File: src/rtl/core/mfva_pkg.sv
// Shared types, codes and constant tables for the MIDI FM voice allocator.
// No dependencies; imported by mfva_voice_table and midi_fm_voice_allocator_top.
package mfva_pkg;

  // Result register targets
  typedef enum logic [1:0] {
    TGT_ATTR0 = 2'd0,
    TGT_WAVE  = 2'd1,
    TGT_CHAN  = 2'd2,
    TGT_KEYON = 2'd3
  } target_e;

  // MIDI status high nibble
  localparam logic [3:0] CMD_NOTE_OFF = 4'd8;
  localparam logic [3:0] CMD_NOTE_ON  = 4'd9;
  localparam logic [3:0] CMD_CTRL     = 4'd11;
  localparam logic [3:0] CMD_PROGRAM  = 4'd12;
  localparam logic [3:0] CMD_SYSTEM   = 4'd15;

  localparam logic [3:0] CHAN_SYS_RESET = 4'hF;
  localparam logic [7:0] CTRL_SOUND_OFF = 8'd120;
  localparam logic [7:0] CTRL_NOTES_OFF = 8'd123;
  localparam logic [7:0] DATA_MAX       = 8'd127;
  localparam logic [7:0] PROGRAM_MAX    = 8'd3;
  localparam logic [6:0] AGE_MAX        = 7'd127;
  localparam logic [6:0] NOTE_MIN       = 7'd12;
  localparam logic [6:0] FNUM_COUNT     = 7'd19;

  // Voice table operations
  typedef enum logic [2:0] {
    VT_NOP       = 3'd0,
    VT_RELEASE   = 3'd1,
    VT_AGE       = 3'd2,
    VT_CLAIM     = 3'd3,
    VT_KILL      = 3'd4,
    VT_CLEAR_ALL = 3'd5
  } vt_op_e;

  typedef struct packed {
    vt_op_e     op;
    logic [3:0] chan;
    logic [6:0] note;
  } vt_req_t;

  typedef struct packed {
    logic       owned;    // valid and owned by the requested channel
    logic       note_eq;  // stored note equals the requested note
    logic       free;
    logic [6:0] age;
  } vt_stat_t;

  function automatic logic [9:0] fnum_rom(input logic [4:0] idx);
    logic [9:0] f;
    unique case (idx)
      5'd0:    f = 10'd346;
      5'd1:    f = 10'd367;
      5'd2:    f = 10'd389;
      5'd3:    f = 10'd412;
      5'd4:    f = 10'd436;
      5'd5:    f = 10'd462;
      5'd6:    f = 10'd490;
      5'd7:    f = 10'd519;
      5'd8:    f = 10'd550;
      5'd9:    f = 10'd582;
      5'd10:   f = 10'd617;
      5'd11:   f = 10'd654;
      5'd12:   f = 10'd692;
      5'd13:   f = 10'd733;
      5'd14:   f = 10'd777;
      5'd15:   f = 10'd823;
      5'd16:   f = 10'd872;
      5'd17:   f = 10'd924;
      5'd18:   f = 10'd979;
      default: f = 10'd0;
    endcase
    return f;
  endfunction

  function automatic logic [31:0] instr_attr0(input logic [1:0] sel, input logic op);
    logic [31:0] w;
    unique case (sel)
      2'd0:    w = op ? 32'hE10E5005 : 32'h6117F000;
      2'd1:    w = op ? 32'h4040F0F7 : 32'h400DF1F7;
      2'd2:    w = op ? 32'h0000F7FF : 32'h0200FB58;
      default: w = op ? 32'h013FF0F7 : 32'h0100F0F7;
    endcase
    return w;
  endfunction

  function automatic logic [31:0] instr_wave(input logic [1:0] sel, input logic op);
    return (sel == 2'd1 && op) ? 32'd6 : 32'd0;
  endfunction

  function automatic logic [31:0] instr_chan(input logic [1:0] sel);
    logic [31:0] w;
    unique case (sel)
      2'd0:    w = 32'h00380000;
      2'd1:    w = 32'h003C0000;
      2'd2:    w = 32'h003E0000;
      default: w = 32'h003F0000;
    endcase
    return w;
  endfunction

endpackage

File: src/rtl/core/mfva_voice_table.sv
// Per-voice owner, note and age storage with a single indexed access port.
// Depends on mfva_pkg.
module mfva_voice_table #(
  parameter int NUM_VOICES = 32,
  localparam int VW = $clog2(NUM_VOICES)
) (
  input  logic               clk_i,
  input  logic               rst_ni,
  input  mfva_pkg::vt_req_t  req_i,
  input  logic [VW-1:0]      idx_i,
  output mfva_pkg::vt_stat_t stat_o
);
  import mfva_pkg::*;

  logic [NUM_VOICES-1:0] valid_q;
  logic [3:0]            chan_q [NUM_VOICES];
  logic [6:0]            note_q [NUM_VOICES];
  logic [6:0]            age_q  [NUM_VOICES];

  assign stat_o.owned   = valid_q[idx_i] && (chan_q[idx_i] == req_i.chan);
  assign stat_o.note_eq = (note_q[idx_i] == req_i.note);
  assign stat_o.free    = !valid_q[idx_i];
  assign stat_o.age     = age_q[idx_i];

  always_ff @(posedge clk_i or negedge rst_ni) begin
    if (!rst_ni) begin
      valid_q <= '0;
      for (int i = 0; i < NUM_VOICES; i++) begin
        age_q[i] <= '0;
      end
    end else begin
      unique case (req_i.op)
        VT_RELEASE: begin
          valid_q[idx_i] <= 1'b0;
          age_q[idx_i]   <= '0;
        end
        VT_AGE: begin
          if (!valid_q[idx_i] && age_q[idx_i] != AGE_MAX) begin
            age_q[idx_i] <= age_q[idx_i] + 7'd1;
          end
        end
        VT_CLAIM:     valid_q[idx_i] <= 1'b1;
        VT_KILL: begin
          if (stat_o.owned) begin
            valid_q[idx_i] <= 1'b0;
          end
        end
        VT_CLEAR_ALL: valid_q <= '0;
        default: ;
      endcase
    end
  end

  // owner channel and note only matter while the entry is valid
  always_ff @(posedge clk_i) begin
    if (req_i.op == VT_CLAIM) begin
      chan_q[idx_i] <= req_i.chan;
      note_q[idx_i] <= req_i.note;
    end
  end

`ifndef SYNTHESIS
  a_claim_owns: assert property (@(posedge clk_i) disable iff (!rst_ni)
    req_i.op == VT_CLAIM |=>
      valid_q[$past(idx_i)] && chan_q[$past(idx_i)] == $past(req_i.chan)
      && note_q[$past(idx_i)] == $past(req_i.note))
    else $error("claimed voice not owned by requester");

  a_release_frees: assert property (@(posedge clk_i) disable iff (!rst_ni)
    req_i.op == VT_RELEASE |=> !valid_q[$past(idx_i)] && age_q[$past(idx_i)] == '0)
    else $error("released voice still valid or aged");

  a_clear_all: assert property (@(posedge clk_i) disable iff (!rst_ni)
    req_i.op == VT_CLEAR_ALL |=> valid_q == '0)
    else $error("voice still valid after clear");
`endif

endmodule

File: src/rtl/core/midi_fm_voice_allocator_top.sv
// MIDI FM voice allocator: sequencer, key-on mask, instrument select, result register.
// Depends on mfva_pkg and mfva_voice_table.
//
// One message at a time; s_axis_tready_o is high only when idle.
// A voice-table scan walks one voice per cycle through the shared compare port.
// Note off: a release scan over the voices, aging of the free voices, one mask transfer.
// Note on: release as above, then an allocation scan, claim, six transfers.
// Async active-low reset frees every voice, clears ages, key-on mask and instrument.
module midi_fm_voice_allocator_top #(
  parameter int NUM_VOICES = 32
) (
  input  logic        clk_i,
  input  logic        rst_ni,
  // input stream
  input  logic        s_axis_tvalid_i,
  output logic        s_axis_tready_o,
  input  logic [23:0] s_axis_tdata_i,   // [3:0] channel, [11:4] key_or_control, [19:12] level
  input  logic [3:0]  s_axis_tuser_i,   // [3:0] cmd
  // result stream
  output logic        m_axis_tvalid_o,
  input  logic        m_axis_tready_i,
  output logic [39:0] m_axis_tdata_o,   // [5:0] index, [37:6] write_data
  output logic [1:0]  m_axis_tuser_o,   // [1:0] target
  output logic        m_axis_tlast_o    // last write of this message
);
  import mfva_pkg::*;

  localparam int VW = $clog2(NUM_VOICES);
  localparam logic [VW-1:0] LastVoice = VW'(NUM_VOICES - 1);
  localparam logic [2:0] STEP_CHAN  = 3'd4;
  localparam logic [2:0] STEP_KEYON = 3'd5;

  typedef enum logic [7:0] {
    S_IDLE       = 8'b0000_0001,
    S_REL_SCAN   = 8'b0000_0010,  // find first voice playing chan/note
    S_AGE        = 8'b0000_0100,  // age every free voice
    S_MASK       = 8'b0000_1000,  // key-on mask transfer
    S_ALLOC_SCAN = 8'b0001_0000,  // oldest free voice
    S_CLAIM      = 8'b0010_0000,
    S_NOTE_EMIT  = 8'b0100_0000,  // six writes of a note on
    S_AOFF_SCAN  = 8'b1000_0000   // all notes off for a channel
  } state_e;

  state_e state_q, state_d;

  // message fields held for the whole sequence
  logic [3:0] chan_q, chan_d;
  logic [6:0] key_q, key_d;
  logic       vel_zero_q, vel_zero_d;
  logic       on_note_q, on_note_d;

  // scan bookkeeping
  logic [VW-1:0] scan_q, scan_d;
  logic [VW-1:0] pick_q, pick_d;
  logic [6:0]    best_q, best_d;
  logic          found_q, found_d;
  logic          any_q, any_d;
  logic [2:0]    step_q, step_d;

  logic [NUM_VOICES-1:0] mask_q, mask_d;
  logic [1:0]            instr_q, instr_d;

  // result register
  logic        out_valid_q, out_valid_d;
  logic [1:0]  out_target_q;
  logic [5:0]  out_index_q;
  logic [31:0] out_data_q;
  logic        out_last_q;

  logic        emit;
  logic [1:0]  emit_target;
  logic [5:0]  emit_index;
  logic [31:0] emit_data;
  logic        emit_last;
  logic        can_load;

  vt_req_t  vt_req;
  vt_stat_t vt_stat;
  logic [VW-1:0] vt_idx;

  mfva_voice_table #(
    .NUM_VOICES(NUM_VOICES)
  ) u_voice_table (
    .clk_i  (clk_i),
    .rst_ni (rst_ni),
    .req_i  (vt_req),
    .idx_i  (vt_idx),
    .stat_o (vt_stat)
  );

  // ---------------------------------------------------------------------------
  // Note decode: block and fnum index. note/12 by reciprocal (171/2048), exact
  // for 7-bit notes; quotient registered before the rest of the decode.
  // ---------------------------------------------------------------------------
  logic [14:0] q_prod;
  logic [3:0]  q_q;
  logic [2:0]  blk;
  logic [6:0]  blk_p1;
  logic [6:0]  base;
  logic [6:0]  fidx;
  logic        note_ok;
  logic        cont;

  assign q_prod = 15'(key_q) * 15'd171;

  always_ff @(posedge clk_i) begin
    q_q <= q_prod[14:11];
  end

  assign blk     = (q_q > 4'd8) ? 3'd7 : 3'(q_q - 4'd1);
  assign blk_p1  = {4'd0, blk} + 7'd1;
  assign base    = (blk_p1 << 3) + (blk_p1 << 2);
  assign fidx    = key_q - base;
  assign note_ok = (key_q >= NOTE_MIN) && (fidx < FNUM_COUNT);
  // a note on goes on to allocate after its release part
  assign cont    = on_note_q && !vel_zero_q && note_ok;

  logic [5:0]  pick6;
  logic [31:0] mask_ext;

  always_comb begin
    pick6 = '0;
    pick6[VW-1:0] = pick_q;
    mask_ext = '0;
    mask_ext[NUM_VOICES-1:0] = mask_q;
  end

  assign can_load = !out_valid_q || m_axis_tready_i;

  // ---------------------------------------------------------------------------
  // Sequencer
  // ---------------------------------------------------------------------------
  logic       cand;
  logic [7:0] in_key;
  logic [7:0] in_lvl;

  assign in_key = s_axis_tdata_i[11:4];
  assign in_lvl = s_axis_tdata_i[19:12];
  assign cand   = vt_stat.free && (!found_q || vt_stat.age > best_q);
  assign s_axis_tready_o = (state_q == S_IDLE);

  always_comb begin
    state_d    = state_q;
    chan_d     = chan_q;
    key_d      = key_q;
    vel_zero_d = vel_zero_q;
    on_note_d  = on_note_q;
    scan_d     = scan_q;
    pick_d     = pick_q;
    best_d     = best_q;
    found_d    = found_q;
    any_d      = any_q;
    step_d     = step_q;
    mask_d     = mask_q;
    instr_d    = instr_q;

    vt_req.op   = VT_NOP;
    vt_req.chan = chan_q;
    vt_req.note = key_q;
    vt_idx      = scan_q;

    emit        = 1'b0;
    emit_target = TGT_KEYON;
    emit_index  = '0;
    emit_data   = mask_ext;
    emit_last   = 1'b0;

    unique case (state_q)
      S_IDLE: begin
        if (s_axis_tvalid_i) begin
          chan_d     = s_axis_tdata_i[3:0];
          key_d      = in_key[6:0];
          vel_zero_d = (in_lvl == 8'd0);
          on_note_d  = 1'b0;
          scan_d     = '0;
          found_d    = 1'b0;
          any_d      = 1'b0;
          unique case (s_axis_tuser_i)
            CMD_NOTE_OFF: begin
              if (in_key <= DATA_MAX) state_d = S_REL_SCAN;
            end
            CMD_NOTE_ON: begin
              if (in_key <= DATA_MAX) begin
                on_note_d = 1'b1;
                state_d   = S_REL_SCAN;
              end
            end
            CMD_CTRL: begin
              if (in_key <= DATA_MAX && in_lvl <= DATA_MAX
                  && (in_key == CTRL_SOUND_OFF || in_key == CTRL_NOTES_OFF)) begin
                state_d = S_AOFF_SCAN;
              end
            end
            CMD_PROGRAM: begin
              if (in_key <= PROGRAM_MAX) instr_d = in_key[1:0];
            end
            CMD_SYSTEM: begin
              if (s_axis_tdata_i[3:0] == CHAN_SYS_RESET) begin
                vt_req.op = VT_CLEAR_ALL;
                mask_d    = '0;
                state_d   = S_MASK;
              end
            end
            default: ;
          endcase
        end
      end

      S_REL_SCAN: begin
        if (vt_stat.owned && vt_stat.note_eq) begin
          vt_req.op      = VT_RELEASE;
          mask_d[scan_q] = 1'b0;
          scan_d         = '0;
          state_d        = S_AGE;
        end else if (scan_q == LastVoice) begin
          scan_d  = '0;
          found_d = 1'b0;
          state_d = cont ? S_ALLOC_SCAN : S_IDLE;
        end else begin
          scan_d = scan_q + 1'b1;
        end
      end

      S_AGE: begin
        vt_req.op = VT_AGE;
        if (scan_q == LastVoice) begin
          state_d = S_MASK;
        end else begin
          scan_d = scan_q + 1'b1;
        end
      end

      S_MASK: begin
        if (can_load) begin
          emit      = 1'b1;
          emit_last = !cont;
          scan_d    = '0;
          found_d   = 1'b0;
          state_d   = cont ? S_ALLOC_SCAN : S_IDLE;
        end
      end

      S_ALLOC_SCAN: begin
        if (cand) begin
          found_d = 1'b1;
          best_d  = vt_stat.age;
          pick_d  = scan_q;
        end
        if (scan_q == LastVoice) begin
          state_d = (found_q || cand) ? S_CLAIM : S_IDLE;
        end else begin
          scan_d = scan_q + 1'b1;
        end
      end

      S_CLAIM: begin
        vt_req.op      = VT_CLAIM;
        vt_idx         = pick_q;
        mask_d[pick_q] = 1'b1;
        step_d         = '0;
        state_d        = S_NOTE_EMIT;
      end

      S_NOTE_EMIT: begin
        // operator writes for op0 then op1, channel word, key-on mask
        priority if (step_q == STEP_KEYON) begin
          emit_last = 1'b1;
        end else if (step_q == STEP_CHAN) begin
          emit_target = TGT_CHAN;
          emit_index  = pick6;
          emit_data   = instr_chan(instr_q) | {19'd0, blk, fnum_rom(fidx[4:0])};
        end else begin
          emit_target = step_q[0] ? TGT_WAVE : TGT_ATTR0;
          emit_index  = {pick6[4:0], step_q[1]};
          emit_data   = step_q[0] ? instr_wave(instr_q, step_q[1])
                                  : instr_attr0(instr_q, step_q[1]);
        end
        if (can_load) begin
          emit   = 1'b1;
          step_d = step_q + 3'd1;
          if (step_q == STEP_KEYON) state_d = S_IDLE;
        end
      end

      S_AOFF_SCAN: begin
        if (vt_stat.owned) begin
          vt_req.op      = VT_KILL;
          mask_d[scan_q] = 1'b0;
          any_d          = 1'b1;
        end
        if (scan_q == LastVoice) begin
          state_d = (any_q || vt_stat.owned) ? S_MASK : S_IDLE;
        end else begin
          scan_d = scan_q + 1'b1;
        end
      end

      default: state_d = S_IDLE;
    endcase
  end

  always_comb begin
    out_valid_d = out_valid_q;
    if (emit && can_load) begin
      out_valid_d = 1'b1;
    end else if (m_axis_tready_i) begin
      out_valid_d = 1'b0;
    end
  end

  always_ff @(posedge clk_i or negedge rst_ni) begin
    if (!rst_ni) begin
      state_q     <= S_IDLE;
      mask_q      <= '0;
      instr_q     <= '0;
      out_valid_q <= 1'b0;
      scan_q      <= '0;
      found_q     <= 1'b0;
      any_q       <= 1'b0;
      on_note_q   <= 1'b0;
      step_q      <= '0;
    end else begin
      state_q     <= state_d;
      mask_q      <= mask_d;
      instr_q     <= instr_d;
      out_valid_q <= out_valid_d;
      scan_q      <= scan_d;
      found_q     <= found_d;
      any_q       <= any_d;
      on_note_q   <= on_note_d;
      step_q      <= step_d;
    end
  end

  always_ff @(posedge clk_i) begin
    chan_q     <= chan_d;
    key_q      <= key_d;
    vel_zero_q <= vel_zero_d;
    pick_q     <= pick_d;
    best_q     <= best_d;
    if (emit && can_load) begin
      out_target_q <= emit_target;
      out_index_q  <= emit_index;
      out_data_q   <= emit_data;
      out_last_q   <= emit_last;
    end
  end

  assign m_axis_tvalid_o = out_valid_q;
  assign m_axis_tuser_o  = out_target_q;
  assign m_axis_tdata_o  = {2'b00, out_data_q, out_index_q};
  assign m_axis_tlast_o  = out_last_q;

`ifndef SYNTHESIS
  a_claim_sets_mask: assert property (@(posedge clk_i) disable iff (!rst_ni)
    state_q == S_CLAIM |=> mask_q[$past(pick_q)])
    else $error("claimed voice missing from key-on mask");

  a_emit_only_when_room: assert property (@(posedge clk_i) disable iff (!rst_ni)
    emit |-> can_load)
    else $error("result produced with output register full");

  a_last_ends_message: assert property (@(posedge clk_i) disable iff (!rst_ni)
    emit && emit_last |=> state_q == S_IDLE)
    else $error("sequencer busy after last transfer");
`endif

endmodule

File: config.mk
export PLATFORM = sky130hd
export DESIGN_NAME = midi_fm_voice_allocator_top
export DESIGN_NICKNAME = d
export VERILOG_FILES = /design/src/rtl/core/mfva_pkg.sv /design/src/rtl/core/mfva_voice_table.sv /design/src/rtl/core/midi_fm_voice_allocator_top.sv
export SDC_FILE = /design/constraint.sdc
export NUM_CORES = 1
export LEC_CHECK = 0
export BUFFER_PORTS_ARGS = -buffer_cell sky130_fd_sc_hd__buf_2
export CORE_MARGIN = 2
export CORE_UTILIZATION = 63
export CTS_BUF_LIST = sky130_fd_sc_hd__clkbuf_4 sky130_fd_sc_hd__clkbuf_8
export DETAILED_ROUTE_END_ITERATION = 10
export PLACE_DENSITY = 0.8
export SETUP_SLACK_MARGIN = 0.15
export SYNTH_ARGS = -nofsm -noshare
export SYNTH_HDL_FRONTEND = slang
export SYNTH_HIERARCHICAL = 1
export SYNTH_SLANG_ARGS = --single-unit
File: constraint.sdc
create_clock -name clk_i -period 18.6 [get_ports clk_i]
set_clock_uncertainty 0.2 [all_clocks]
set_input_delay 3.72 -clock clk_i [delete_from_list [all_inputs] [get_ports clk_i]]
set_output_delay 3.72 -clock clk_i [all_outputs]
set_load 0.01 [all_outputs]
==> run metrics, run 1 <==
status complete, no violations; min Tclk post-route 9.754 ns; gr usage total 33.74%; main combinational cell family by area after synthesis compound AO/OA/AOI/OAI gates; register bit total from synthesis 731; post-synthesis simple-gate area fraction 10.02%; Area Growth Syn to Fin 9.459%; placed cells 3400; CTS resizes 0; Hold Crit Class reg -> reg; input/output buffers 70; switching share of power 31.46%; Crit path largest cell delay 1.03 ns; Net Switching 1364 µW; vias in the first global route 24620; worst rel slew slack 11.94%; TritonRoute pass-1 iters 6; postcts setup bufs 0; number of distinct library cells after synthesis 110; Post-CTS Hold Fix Bufs 0; htree depth 3; unrepaired setup endpoints after global routing no; Leakage 0.01490 µW; Internal 2972 µW; final setup violation count 0; area of the core 0.05531 mm²; adder and majority gate portion of the synthesized area 3.208%; routed vias 24720; Final Hold Viols 0; Tcrit/Tclk final 52.44%; Vias/cell 6.834; Top Family by Delay on Critical Path simple AND/OR/NAND/NOR gates; Slew Limit Fails 0; worst slack, placed 9.159 ns; Worst Path Max Fanout 129; Worst Path Buf+Inv 4; predominant post-synthesis flop cell edfxtp_1; max cap viols 0; Seq/Total Area, Yosys 57.63%; initial core utilization 63.88%; CTS tree yes; multiplexer area fraction after synthesis 12.02%; # rows 86; area of the mapped netlist 0.03533 mm²; DIE AREA 0.05799 mm²; routed wire length 96.71 mm; grt total ovfl 0; Clk pwr share 33.4%; Post-synth EDFFs 417; drt drc 0; sequential power share 41.7%; asr flop ratio synth 42.41%; clock latency on the worst-skew pair 0.75 ns; Final ANT Viol Nets 0; largest net degree at the start of global routing 130; Logic pwr share 24.9%; clk root buf clkbuf_8; Slew @ Worst Pin 1.316 ns; Post-Layout Cell Count 3617; first-iteration detailed-routing DRC count 3438; share of cells above drive strength 1 19.25%; setup ws final 8.846 ns; Die Ht 240.8 µm; initial antenna violation count 1; commonest cells after routing, fill and taps aside 417 x edfxtp_1, 309 x dfrtp_1, 192 x nor2_1; gpl congestion 0.9582; Die Span X 240.8 µm; clock-pin transition on the worst setup and hold timing paths 0.06 ns; critical path data arrival time 10.11 ns; routed len/inst 26.74 µm; commonest non-fill, non-tap cell in the layout edfxtp_1; clk sinks 731; first-pass GRT wire length 146.7 mm; crit path max-delay cell type nand2_1; Fill cells 3769; Peak Freq 0.1025 GHz; setup_tns 0 ns; synthesized area per cell 13.07 µm²; Synth Instances 2703; xor and xnor area share after synthesis 0.8570%; Peak VDD IR 0.0001566 V; Nets 2885; complex-gate fraction of the synthesized area 12.70%; Syn. warnings 6; area of the multi-input gates 0.01377 mm²; Worst setup EP type register; post-DP HPWL 62.39 mm; CP Class reg -> reg; FF+latch area 0.02036 mm²; clk buf depth 3; Setup crit start kind register; CP required 18.96 ns; crit-path cells or4_4, nor3_4, and3_1, nand2_1, o21ai_4, buf_4, buf_12, mux2_2, o22ai_1, or4_1, or2_0, buf_4, nor3_1, and3_1, nand2_1, o211ai_1, buf_4, or3_2, nor2_1, nand2_1, o2bb2ai_1; I/O pin cnt 77; PwrDens 112.1 mW/mm²; cts bufs inserted 115
-- cells in the mapped netlist, drive strengths merged, types with 12 or more instances --
cell type / n / area share [%]
a21oi: 43 / 0.62
a22o: 74 / 1.8
a22oi: 32 / 0.68
a31oi: 46 / 0.86
and2: 12 / 0.23
buf: 89 / 1.8
clkbuf: 100 / 1.1
dfrtp: 309 / 22
edfxtp: 417 / 35
ha: 73 / 2.6
inv: 66 / 0.71
mux2: 109 / 3.9
mux2i: 160 / 4.5
mux4: 57 / 3.6
nand2: 199 / 3.2
nand3: 26 / 0.37
nand4: 21 / 0.43
nor2: 199 / 2.2
nor3: 41 / 0.64
nor4: 25 / 0.49
o21ai: 143 / 2.1
o22a: 24 / 0.59
o22ai: 126 / 2.2
o2bb2ai: 59 / 1.5
or4: 14 / 0.33
xnor2: 16 / 0.40
xor2: 16 / 0.40
-- cells by family (layout without fill, tap and decap cells) --
logic type | after synthesis | count (layout)
AOI/OAI and AO/OA | 639 | 639
xor gates and xnor gates | 33 | 33
adders and majority gates | 84 | 84
buffers and inverters | 255 | 419
DFF | 731 | 731
muxes | 326 | 326
other | 1 | 3
and+or+nand+nor | 634 | 634
-- power by group through the flow --
stage / Clock (µW) / Combinational (µW) / Sequential [µW]
after floorplan: 0 / 784 / 1850
after global placement: 0 / 1010 / 1840
after detailed placement: 0 / 1060 / 1840
after CTS: 1460 / 1070 / 1810
after global routing: 1530 / 1180 / 1810
final: 1450 / 1080 / 1810
-- routing by layer --
| metal | GRT usage, % | vias up | part of all wire [%] |
|---|---|---|---|
| met4 | 14.52 | 0 | 4.5 |
| met3 | 6.291 | 279 | 9.9 |
| met1 | 47.04 | 12330 | 39 |
| met5 | 0 | - | 0 |
| li1 | - | 10490 | - |
| met2 | 52.61 | 1617 | 46 |
-- registers in the layout (all words and copies together) (netlist names), 2 cells and up --
register               cells
scan_q                     5
u_voice_table/chan_q     128
pick_q                     5
state_q                    8
u_voice_table/valid_q     32
step_q                     3
out_index_q                6
q_q                        4
key_q                      7
best_q                     7
out_data_q                32
m_axis_tuser_o             2
chan_q                     4
u_voice_table/note_q     224
u_voice_table/age_q      224
instr_q                    2
mask_ext                  32
-- through the flow --
stage,area [µm²],hold slack [ns],util [%],power (µW)
global route,38670,0.3058,69.93,4521
floorplan,35340,0.2470,-,2632
detailed placement,36200,0.2711,65.44,2902
CTS,38670,0.2860,69.92,4339
finish,38670,0.2865,69.93,4336
global placement,36200,0.2633,65.44,2851
-- cell type report --
type	instances	area share (%)
flip-flops and latches	731	52.65
repair buffers	137	2.265
clock inverters	52	1.100
multi-input cells	1718	35.61
inverters	66	0.6470
well taps	748	2.420
clock buffers	164	5.302
diodes	1	0.006470
-- path summary, 6_finish.rpt --
| check | from | endpoint | slack [ns] | cells after the start |
|---|---|---|---|---|
| setup / recovery | state_q[2]$_DFFE_PN0P_ | u_voice_table/age_q[212]$_DFFE_PN0P_ | 8.85 | 21 |
| hold / removal | u_voice_table/age_q[193]$_DFFE_PN0P_ | u_voice_table/age_q[193]$_DFFE_PN0P_ | 0.29 | 1 |
| setup reg to reg | state_q[2]$_DFFE_PN0P_ | u_voice_table/age_q[212]$_DFFE_PN0P_ | 8.85 | 21 |
| hold reg to reg | u_voice_table/age_q[193]$_DFFE_PN0P_ | u_voice_table/age_q[193]$_DFFE_PN0P_ | 0.29 | 1 |
| max in group asynchronous | rst_ni | u_voice_table/age_q[84]$_DFFE_PN0P_ | 12.99 | 3 |
| min in group asynchronous | rst_ni | u_voice_table/age_q[68]$_DFFE_PN0P_ | 2.78 | 1 |
No activity file was read; power rests on OpenSTA's default activity.
==> inputs of run 2 (changes only) <==
==> constraint.sdc (replaced) <==
create_clock -name clk_i -period 9.7 [get_ports clk_i]
set_clock_uncertainty 0.2 [all_clocks]
set_input_delay 1.94 -clock clk_i [delete_from_list [all_inputs] [get_ports clk_i]]
set_output_delay 1.94 -clock clk_i [all_outputs]
set_load 0.01 [all_outputs]
==> run metrics, run 2 (synthesis gave the netlist of run 1 again) <==
min Tclk post-route 8.664 ns; Final ANT Viol Nets 0; Area Growth Syn to Fin 9.714%; routed vias 24920; Placed Area 0.03636 mm²; CTS resizes 0; status complete, no violations; post-DP HPWL 63.06 mm; commonest non-fill, non-tap cell in the layout edfxtp_1; routed len/inst 26.58 µm; postcts setup bufs 0; clk root buf clkbuf_8; PwrDens 213.8 mW/mm²; Final Hold Viols 0; final setup violation count 0; Worst setup EP type register; initial antenna violation count 1; Final Util 70.09%; setup ws final 1.036 ns; Nets 2899; area of the core 0.05531 mm²; setup_tns 0 ns; Slew Limit Fails 0; crit path max-delay cell type and3_1; clk buf depth 3; clock-pin transition on the worst setup and hold timing paths 0.06 ns; met2 WL post-DR 44.36 mm; Worst Path Max Fanout 36; unrepaired setup endpoints after global routing no; DIE AREA 0.05799 mm²; critical path data arrival time 9.07 ns; Setup crit start kind register; commonest cells after routing, fill and taps aside 417 x edfxtp_1, 309 x dfrtp_1, 192 x nor2_1; crit-path cells or4_4, nor3_4, and3_1, nand2_1, nand2_1, buf_4, nand4bb_1, o22ai_1, or4_4, or2_0, buf_4, nor3_1, and3_1, nand2_1, o211ai_1, buf_4, xor2_1, o31ai_4, nor2_4, o31a_2, buf_12, nand2_2, mux2_2; TritonRoute pass-1 iters 8; Peak VDD IR 0.0003326 V; Die Span X 240.8 µm; Die Ht 240.8 µm; WL met3 11.01 mm; first-iteration detailed-routing DRC count 3779; Leakage 0.01493 µW; gr usage total 33.88%; vias in the first global route 24730; worst slack, placed 1.388 ns; Vias/cell 6.883; Largest regs u_voice_table/age_q: 224 flops, u_voice_table/note_q: 224 flops, u_voice_table/chan_q: 128 flops; I/O pin cnt 77; share of cells above drive strength 1 19.50%; CP Class reg -> reg; Peak Freq 0.1154 GHz; Crit path largest cell delay 0.71 ns; gpl congestion 0.9811; design area 0.03876 mm²; Top Metal Used met4; max cap viols 0; # rows 86; met1 WL 36.67 mm; Pwr Total 8289 µW; Hold Crit Class reg -> reg; drt drc 0; clk sinks 731; clock latency on the worst-skew pair 0.73 ns; first-pass GRT wire length 147.4 mm; Slew @ Worst Pin 1.307 ns; reg2reg setup slack 1.04 ns; largest net degree at the start of global routing 113; Post-CTS Hold Fix Bufs 0; worst rel slew slack 12.90%; grt total ovfl 0; CTS tree yes; Tcrit/Tclk final 89.32%; CP required 10.11 ns; input/output buffers 70; initial core utilization 63.88%; routed wire length 96.26 mm; htree depth 3; cts bufs inserted 113
[run 2: cell type report]
cell class                      instances  area (µm²)
Antenna cell                            1       2.502
Clock buffer                          160        1977
Clock inverter                         44       425.4
Fill cell                            3693       16540
Inverter                               66       250.2
Multi-Input combinational cell       1718       13770
Sequential cell                       731       20360
Tap cell                              748       935.9
Timing Repair Buffer                  153        1046
[run 2: worst paths after layout]
path / start / end / cells past startpoint
min in group asynchronous: rst_ni / u_voice_table/age_q[7]$_DFFE_PN0P_ / 1
max in group asynchronous: rst_ni / u_voice_table/age_q[193]$_DFFE_PN0P_ / 3
setup reg to reg: state_q[2]$_DFFE_PN0P_ / u_voice_table/age_q[218]$_DFFE_PN0P_ / 23
hold / removal: u_voice_table/age_q[123]$_DFFE_PN0P_ / u_voice_table/age_q[123]$_DFFE_PN0P_ / 1
hold reg to reg: u_voice_table/age_q[123]$_DFFE_PN0P_ / u_voice_table/age_q[123]$_DFFE_PN0P_ / 1
setup / recovery: state_q[2]$_DFFE_PN0P_ / u_voice_table/age_q[218]$_DFFE_PN0P_ / 23
[run 2: power breakdown]
group / total [µW] / internal (µW) / leakage, µW / switching, µW
clock network: 2740 / 1530 / 0.00127 / 1210
registers: 3470 / 3410 / 0.00813 / 57.1
logic: 2080 / 769 / 0.00554 / 1310
[run 2: per-layer routing]
layer  global-route usage [%]  vias to the layer above
li1                         -                    10510
met1                    46.71                    12440
met2                    52.34                     1677
met3                    7.938                      297
met4                    14.12                        0
met5                        0                        -
[run 2: worst max-delay path, delay by kind of cell (launching register included)]
family / cells / cell delay [ns]
simple gates: 13 / 4.88
buf+inv: 4 / 1.39
mux: 1 / 0.33
xor+xnor: 1 / 0.27
compound gates: 4 / 0.87
flops: 1 / 0.49
[run 2: per-stage QoR]
stage | hold WS [ns] | instances
after floorplan | 0.2470 | 2704
after global placement | 0.2635 | 3416
after detailed placement | 0.2734 | 3416
after CTS | 0.2885 | 3620
after global routing | 0.2988 | 3621
final | 0.2860 | 3621
